File: src/hw/rtl/ipg_pkg.sv
package ipg_pkg;

  localparam int unsigned CFG_IDX_W  = 3;
  localparam int unsigned CFG_DATA_W = 24;
  localparam int unsigned LIMIT_W    = 16;
  localparam int unsigned RGB_W      = 24;
  localparam int unsigned CH_W       = 8;
  localparam int unsigned STOPS      = 6;
  localparam int unsigned SEG_W      = 3;

  typedef logic [CFG_IDX_W-1:0] cfg_idx_t;
  typedef logic [LIMIT_W-1:0]   limit_t;
  typedef logic [RGB_W-1:0]     rgb_t;
  typedef rgb_t [STOPS-1:0]     palette_t;

  localparam cfg_idx_t REG_MAX_COUNT = 3'd0;
  localparam cfg_idx_t REG_PALETTE_0 = 3'd1;

  localparam limit_t MAX_COUNT_RESET = 16'd100;

  localparam palette_t PALETTE_RESET = {
    24'hFFFFFF, 24'hFF00FF, 24'h8000FF, 24'h00FFFF, 24'h0000FF, 24'h000000
  };

endpackage

File: src/hw/rtl/iteration_palette_gradient.sv
// Escape-time palette gradient: turns one iteration count per beat into an RGB colour.
// The input channel (in_valid_i, in_ready_o, count_i) takes one count per beat, and
// the output channel (out_valid_o, out_ready_i, rgb_o) returns exactly one colour per
// count, in order. Counts at or above max_count give black; other counts are spread
// over five segments between six palette stops and blended linearly per channel.
// Configuration goes through cfg_we_i, cfg_idx_i and cfg_data_i: index 0 is max_count,
// indices 1 to 6 are the palette stops. Write it only while the pipeline is empty.
// A beat passes one input stage, loaded at the accepting edge, one stage for each of
// the FRAC_BITS + 3 quotient bits of the restoring divider, and two blend stages.
// Throughput is one beat per cycle while the receiver holds out_ready_i high; the
// divider chain is what sets the depth.
// Reset empties every stage and restores max_count to 100 and the default palette.
// When the receiver stalls, the finished colour holds on rgb_o and earlier stages
// keep filling any empty slots; in_ready_o falls only once every stage holds a beat.
module iteration_palette_gradient #(
  parameter int unsigned COUNT_WIDTH = 16,
  parameter int unsigned FRAC_BITS   = 8
) (
  input  logic                          clk_i,
  input  logic                          rst_ni,
  input  logic                          in_valid_i,
  output logic                          in_ready_o,
  input  logic [COUNT_WIDTH-1:0]        count_i,
  output logic                          out_valid_o,
  input  logic                          out_ready_i,
  output ipg_pkg::rgb_t                 rgb_o,
  input  logic                          cfg_we_i,
  input  ipg_pkg::cfg_idx_t             cfg_idx_i,
  input  logic [ipg_pkg::CFG_DATA_W-1:0] cfg_data_i
);

  localparam int unsigned DW = (COUNT_WIDTH > ipg_pkg::LIMIT_W) ? COUNT_WIDTH
                                                                 : ipg_pkg::LIMIT_W;
  localparam int unsigned RW = DW + 3;
  localparam int unsigned QW = FRAC_BITS + 3;

  ipg_pkg::limit_t   limit_q;
  ipg_pkg::palette_t palette_q;

  logic [DW-1:0] count_ext;
  logic [DW-1:0] limit_ext;
  logic          load_f;

  logic          valid_w [QW+1];
  logic          ready_w [QW+1];
  logic [RW-1:0] rem_w   [QW+1];
  logic [QW-1:0] quo_w   [QW+1];
  logic          black_w [QW+1];

  logic          front_valid_q;
  logic [RW-1:0] front_rem_q;
  logic          front_black_q;

  always_ff @(posedge clk_i or negedge rst_ni) begin
    if (!rst_ni) begin
      limit_q   <= ipg_pkg::MAX_COUNT_RESET;
      palette_q <= ipg_pkg::PALETTE_RESET;
    end else if (cfg_we_i) begin
      if (cfg_idx_i == ipg_pkg::REG_MAX_COUNT) begin
        limit_q <= cfg_data_i[ipg_pkg::LIMIT_W-1:0];
      end
      for (int i = 0; i < ipg_pkg::STOPS; i++) begin
        if (cfg_idx_i == ipg_pkg::cfg_idx_t'(ipg_pkg::REG_PALETTE_0 + i)) begin
          palette_q[i] <= cfg_data_i;
        end
      end
    end
  end

  assign count_ext  = DW'(count_i);
  assign limit_ext  = DW'(limit_q);
  assign in_ready_o = ~front_valid_q | ready_w[0];
  assign load_f     = in_valid_i & in_ready_o;

  always_ff @(posedge clk_i or negedge rst_ni) begin
    if (!rst_ni) begin
      front_valid_q <= 1'b0;
    end else if (in_ready_o) begin
      front_valid_q <= in_valid_i;
    end
  end

  always_ff @(posedge clk_i) begin
    if (load_f) begin
      front_rem_q   <= RW'({count_ext, 2'b00}) + RW'(count_ext);
      front_black_q <= (count_ext >= limit_ext);
    end
  end

  assign valid_w[0] = front_valid_q;
  assign rem_w[0]   = front_rem_q;
  assign quo_w[0]   = '0;
  assign black_w[0] = front_black_q;

  for (genvar s = 0; s < QW; s++) begin : g_div
    ipg_div_stage #(
      .DW   (DW),
      .F    (FRAC_BITS),
      .STEP (s)
    ) u_stage (
      .clk_i       (clk_i),
      .rst_ni      (rst_ni),
      .in_valid_i  (valid_w[s]),
      .in_ready_o  (ready_w[s]),
      .rem_i       (rem_w[s]),
      .quo_i       (quo_w[s]),
      .black_i     (black_w[s]),
      .limit_i     (limit_ext),
      .out_valid_o (valid_w[s+1]),
      .out_ready_i (ready_w[s+1]),
      .rem_o       (rem_w[s+1]),
      .quo_o       (quo_w[s+1]),
      .black_o     (black_w[s+1])
    );
  end

  ipg_blend #(
    .F (FRAC_BITS)
  ) u_blend (
    .clk_i       (clk_i),
    .rst_ni      (rst_ni),
    .in_valid_i  (valid_w[QW]),
    .in_ready_o  (ready_w[QW]),
    .quo_i       (quo_w[QW]),
    .black_i     (black_w[QW]),
    .palette_i   (palette_q),
    .out_valid_o (out_valid_o),
    .out_ready_i (out_ready_i),
    .rgb_o       (rgb_o)
  );

endmodule

File: src/hw/rtl/ipg_div_stage.sv
module ipg_div_stage #(
  parameter int unsigned DW   = 16,
  parameter int unsigned F    = 8,
  parameter int unsigned STEP = 0
) (
  input  logic            clk_i,
  input  logic            rst_ni,
  input  logic            in_valid_i,
  output logic            in_ready_o,
  input  logic [DW+2:0]   rem_i,
  input  logic [F+2:0]    quo_i,
  input  logic            black_i,
  input  logic [DW-1:0]   limit_i,
  output logic            out_valid_o,
  input  logic            out_ready_i,
  output logic [DW+2:0]   rem_o,
  output logic [F+2:0]    quo_o,
  output logic            black_o
);

  localparam int unsigned RW   = DW + 3;
  localparam int unsigned QW   = F + 3;
  localparam int unsigned QBIT = QW - 1 - STEP;

  logic [RW-1:0] rem_sh;
  logic [RW-1:0] dvs;
  logic [RW-1:0] rem_d;
  logic [QW-1:0] quo_d;
  logic          take;
  logic          load;

  logic          valid_q;
  logic [RW-1:0] rem_q;
  logic [QW-1:0] quo_q;
  logic          black_q;

  // The first three steps produce the integer part, the rest one fraction bit each.
  if (STEP < 3) begin : g_int
    assign rem_sh = rem_i;
    assign dvs    = {3'b000, limit_i} << (2 - STEP);
  end else begin : g_frac
    assign rem_sh = {rem_i[RW-2:0], 1'b0};
    assign dvs    = {3'b000, limit_i};
  end

  always_comb begin
    take        = (rem_sh >= dvs);
    rem_d       = take ? (rem_sh - dvs) : rem_sh;
    quo_d       = quo_i;
    quo_d[QBIT] = take;
  end

  assign in_ready_o = ~valid_q | out_ready_i;
  assign load       = in_valid_i & in_ready_o;

  always_ff @(posedge clk_i or negedge rst_ni) begin
    if (!rst_ni) begin
      valid_q <= 1'b0;
    end else if (in_ready_o) begin
      valid_q <= in_valid_i;
    end
  end

  always_ff @(posedge clk_i) begin
    if (load) begin
      rem_q   <= rem_d;
      quo_q   <= quo_d;
      black_q <= black_i;
    end
  end

  assign out_valid_o = valid_q;
  assign rem_o       = rem_q;
  assign quo_o       = quo_q;
  assign black_o     = black_q;

endmodule

File: src/hw/rtl/ipg_blend.sv
module ipg_blend #(
  parameter int unsigned F = 8
) (
  input  logic              clk_i,
  input  logic              rst_ni,
  input  logic              in_valid_i,
  output logic              in_ready_o,
  input  logic [F+2:0]      quo_i,
  input  logic              black_i,
  input  ipg_pkg::palette_t palette_i,
  output logic              out_valid_o,
  input  logic              out_ready_i,
  output ipg_pkg::rgb_t     rgb_o
);

  localparam int unsigned PW = F + ipg_pkg::CH_W + 1;

  logic [ipg_pkg::SEG_W-1:0] seg;
  logic [F-1:0]              frac;
  logic [F:0]                wlo;
  ipg_pkg::rgb_t             lo;
  ipg_pkg::rgb_t             hi;
  logic [PW-1:0]             pa_d [3];
  logic [PW-1:0]             pb_d [3];
  logic [PW:0]               sum  [3];
  ipg_pkg::rgb_t             rgb_d;
  logic                      ready_p;
  logic                      load_p;
  logic                      load_o;

  logic                      valid_p_q;
  logic                      black_p_q;
  logic [PW-1:0]             pa_q [3];
  logic [PW-1:0]             pb_q [3];
  logic                      valid_o_q;
  ipg_pkg::rgb_t             rgb_q;

  always_comb begin
    seg  = quo_i[F+2:F];
    frac = quo_i[F-1:0];
    wlo  = {1'b1, {F{1'b0}}} - {1'b0, frac};
    lo   = palette_i[seg];
    hi   = palette_i[seg + 3'd1];
    for (int c = 0; c < 3; c++) begin
      pa_d[c] = PW'(lo[c*ipg_pkg::CH_W +: ipg_pkg::CH_W]) * PW'(wlo);
      pb_d[c] = PW'(hi[c*ipg_pkg::CH_W +: ipg_pkg::CH_W]) * PW'(frac);
    end
  end

  always_comb begin
    rgb_d = '0;
    for (int c = 0; c < 3; c++) begin
      sum[c] = {1'b0, pa_q[c]} + {1'b0, pb_q[c]};
      rgb_d[c*ipg_pkg::CH_W +: ipg_pkg::CH_W] = sum[c][F +: ipg_pkg::CH_W];
    end
    if (black_p_q) begin
      rgb_d = '0;
    end
  end

  assign ready_p    = ~valid_o_q | out_ready_i;
  assign in_ready_o = ~valid_p_q | ready_p;
  assign load_p     = in_valid_i & in_ready_o;
  assign load_o     = valid_p_q & ready_p;

  always_ff @(posedge clk_i or negedge rst_ni) begin
    if (!rst_ni) begin
      valid_p_q <= 1'b0;
      valid_o_q <= 1'b0;
    end else begin
      if (in_ready_o) begin
        valid_p_q <= in_valid_i;
      end
      if (ready_p) begin
        valid_o_q <= valid_p_q;
      end
    end
  end

  always_ff @(posedge clk_i) begin
    if (load_p) begin
      black_p_q <= black_i;
      for (int c = 0; c < 3; c++) begin
        pa_q[c] <= pa_d[c];
        pb_q[c] <= pb_d[c];
      end
    end
    if (load_o) begin
      rgb_q <= rgb_d;
    end
  end

  assign out_valid_o = valid_o_q;
  assign rgb_o       = rgb_q;

endmodule

File: config.mk
export PLATFORM = sky130hd
export DESIGN_NAME = iteration_palette_gradient
export DESIGN_NICKNAME = d
export VERILOG_FILES = /design/src/hw/rtl/ipg_pkg.sv /design/src/hw/rtl/iteration_palette_gradient.sv /design/src/hw/rtl/ipg_div_stage.sv /design/src/hw/rtl/ipg_blend.sv
export SDC_FILE = /design/constraint.sdc
export NUM_CORES = 2
export LEC_CHECK = 0
export BUFFER_PORTS_ARGS = -buffer_cell sky130_fd_sc_hd__buf_4
export CAP_MARGIN = 20
export CORE_MARGIN = 2
export CORE_UTILIZATION = 50
export DETAILED_ROUTE_END_ITERATION = 6
export GPL_ROUTABILITY_DRIVEN = 0
export PLACE_DENSITY_LB_ADDON = 0.3
export SYNTH_ARGS = -nofsm -noshare
export SYNTH_HDL_FRONTEND = slang
export SYNTH_SLANG_ARGS = --single-unit
File: constraint.sdc
create_clock -name clk_i -period 7.8 [get_ports clk_i]
set_input_delay 1.56 -clock clk_i [delete_from_list [all_inputs] [get_ports clk_i]]
set_output_delay 1.56 -clock clk_i [all_outputs]
set_load 0.01 [all_outputs]
==> flow_summary.json <==
{
  "final-instance-count-excl-fill": 5634,
  "critPathMaxStageDelay_ns": 0.72,
  "endpoint_kind": "flop",
  "row_count": 111,
  "path_class": "flop to flop",
  "fin_skew_ns": 0.0223,
  "fin_ws_ns": 1.12,
  "area_delta_synth_final_pct": 10.1,
  "status": "finished, final reports clean",
  "ys_warn_count": 0,
  "async_flop_share_pct": 30.3,
  "synthCells": 4295,
  "wl_met2_mm": 51.5,
  "drv_cap": 0,
  "grt_max_degree": 97,
  "yosysSeqAreaShare_pct": 35.9,
  "initial_utilization_pct": 50.3,
  "crit_top_cell": "fa_1",
  "worst_pin_slew_ns": 1.14,
  "syn_area_um2": 45900,
  "dp_cells": 5502,
  "max_freq_ghz": 0.150,
  "drc": 0,
  "final.min_clock_period_ns": 6.68,
  "cp_slowest_cell": "a22oi_1",
  "grt_pass1_wl_mm": 172,
  "ys_ff_latch": 574,
  "fin_hold_ws_ns": 0.415,
  "cts_repair_resize_count": 0,
  "path_buf_inv": 5,
  "cp_top_family": "adder cells",
  "overflow": 0,
  "wl_met1_mm": 47.3,
  "slew_headroom_pct": 24.2,
  "ant_nets": 0,
  "fp.coreArea_um2": 91200,
  "critPathMaxFanout": 25,
  "die-width_um": 307,
  "cts_tree": "built",
  "layout.nets": 5142,
  "die_area_um2": 94200,
  "wl_per_cell_um": 19.0,
  "clkTransAtPathRegs_ns": 0.06,
  "top_layer_used": "met5",
  "finalHoldViolations": 0,
  "clock-sinks": 574,
  "io_buffer_count": 73,
  "synth_edf_count": 400,
  "first_iter_violations": 2153,
  "cts_setup_buffers": 0,
  "synth_flop_cell": "edfxtp_1",
  "h-tree-depth": 3,
  "drv_slew": 0,
  "hold_class": "flop to flop",
  "vias": 31900,
  "wl_met3_mm": 5.43,
  "antenna_found_initial": 10,
  "vias_per_cell": 5.66,
  "cp.arrival_ns": 7.03,
  "setup_violations": 0,
  "dp_slack_ns": 1.10,
  "grt.total_usage_pct": 23.0,
  "io_pins": 74,
  "grt_pass1_vias": 32100,
  "required_ns": 8.16,
  "worstSkewPairLatency_ns": 0.63,
  "syn-num-nets": 5047,
  "cts_buffers": 68,
  "synth_cell_type_count": 85,
  "drt_pass1_iterations": 5,
  "detailed_place_hpwl_mm": 78.8,
  "cp-start-kind": "flop",
  "avgSynthCellArea_um2": 10.7,
  "finalSetupTns_ns": 0,
  "drive_gt1_share_pct": 15.5,
  "routed_wl_mm": 107,
  "cts_root_buf": "clkbuf_16",
  "fp.dieH_um": 307,
  "clock_path_buffers": 3,
  "cts_hold_buf": 0,
  "rsz0062_at_grt": "false",
  "worstPathCellList": "inv_2 > nor2_1 > buf_4 > a22oi_1 > nand2b_1 > fa_1 > fa_1 > inv_1 > fa_1 > inv_1 > fa_1 > inv_1 > ha_1 > a21boi_0 > o211ai_1 > a21oi_1 > a2111oi_0 > a21oi_1 > xnor2_1",
  "period_share_pct": 85.6
}
==> synth_stat cells, types with 16 or more instances <==
cell        n  area (um^2)
a211oi_1   17          128
a21boi_0   22          165
a21o_1     98          736
a21oi_1   223         1120
a22oi_1    25          188
a31oi_1    25          156
and2_1     19          119
buf_2      16         80.1
clkbuf_1   97          364
dfrtp_1    98         2450
dfstp_2    76         2000
edfxtp_1  400        12000
fa_1      242         4840
ha_1      462         5780
inv_1     415         1560
mux2_2    226         2540
mux2i_1    34          340
mux4_2     48         1080
nand2_1   191          717
nand2b_1   74          463
nand3_1    44          220
nand4_1    26          163
nor2_1    399         1500
nor2b_1   207         1290
nor3_1     72          360
o211ai_1   28          210
o21a_1     61          458
o21ai_0   169          846
o31ai_1    20          150
or2_2      31          194
xnor2_1   158         1380
xor2_1     74          648
==> worst paths after layout <==
kind / startpoint / end / slack (ns) / cells after the start
max in group asynchronous: rst_ni / palette_q[95]$_DFFE_PN1P_ / 5.58 / 3
min in group asynchronous: rst_ni / limit_ext[14]$_DFFE_PN0P_ / 1.00 / 1
worst max-delay path: g_div[10].u_stage.quo_o[10]$_DFFE_PP_ / u_blend.pa_q[0][49]$_DFFE_PP_ / 1.12 / 19
worst max register to register: g_div[10].u_stage.quo_o[10]$_DFFE_PP_ / u_blend.pa_q[0][49]$_DFFE_PP_ / 1.12 / 19
worst min-delay path: g_div[4].u_stage.quo_o[6]$_DFFE_PP_ / g_div[5].u_stage.quo_o[6]$_DFFE_PP_ / 0.41 / 0
worst min register to register: g_div[4].u_stage.quo_o[6]$_DFFE_PP_ / g_div[5].u_stage.quo_o[6]$_DFFE_PP_ / 0.41 / 0
==> sequential cells by signal, summed over array words and instances, names as in the netlist <==
signal and flops:
front_black_q 1, front_rem_q 19, front_valid_q 1, g_div.u_stage.black_o 11, g_div.u_stage.out_valid_o 11, g_div.u_stage.quo_o 66
g_div.u_stage.rem_o 182, limit_ext 16, palette_q 144, u_blend.black_p_q 1, u_blend.out_valid_o 1, u_blend.pa_q 48
u_blend.pb_q 48, u_blend.rgb_o 24, u_blend.valid_p_q 1
==> per-stage QoR <==
step                      utilization [%]  cell area, um^2
after floorplan                         -            45900
after global placement               52.7            48100
after detailed placement             52.7            48100
after CTS                            55.2            50400
after global routing                 55.4            50500
final                                55.4            50500
==> cells by family (layout without fill, tap and decap cells) <==
logic type / Yosys count / in the layout / synth area share [%]
AOI/OAI and AO/OA: 788 / 788 / 11.1
xor gates and xnor gates: 232 / 232 / 4.43
adders and majority gates: 704 / 704 / 23.1
buffers and inverters: 539 / 688 / 4.46
DFF: 574 / 574 / 35.9
muxes: 308 / 308 / 8.64
other: 0 / 4 / 0
and+or+nand+nor: 1150 / 1150 / 12.4
==> routing by layer <==
| layer | track usage, % | vias to the layer above |
|---|---|---|
| met3 | 3.91 | 195 |
| li1 | - | 15300 |
| met2 | 39.4 | 729 |
| met4 | 6.23 | 12 |
| met5 | 0 | - |
| met1 | 30.3 | 15600 |
==> cells in the final DEF (no fill, tap or decap), drive strengths merged, types with 82 or more instances in the layout <==
cell type | netlist | routed
a21o | 98 | 98
a21oi | 224 | 224
buf | 23 | 146
clkbuf | 98 | 82
dfrtp | 98 | 98
edfxtp | 400 | 400
fa | 242 | 242
ha | 462 | 462
inv | 417 | 422
mux2 | 226 | 226
nand2 | 192 | 192
nor2 | 401 | 401
nor2b | 207 | 207
o21ai | 175 | 175
xnor2 | 158 | 158
==> layout make-up <==
cell class	instances	area (um^2)
diodes	4	10.0
repair buffers	146	1230
clock inverters	42	413
multi-input cells	3182	27500
inverters	418	1570
flip-flops and latches	574	16500
clock buffers	82	1870
well taps	1186	1480
fillers	7783	40700
Power is not shown: default switching activity piles up to over one toggle a cycle in this logic, so the estimate is an artifact.
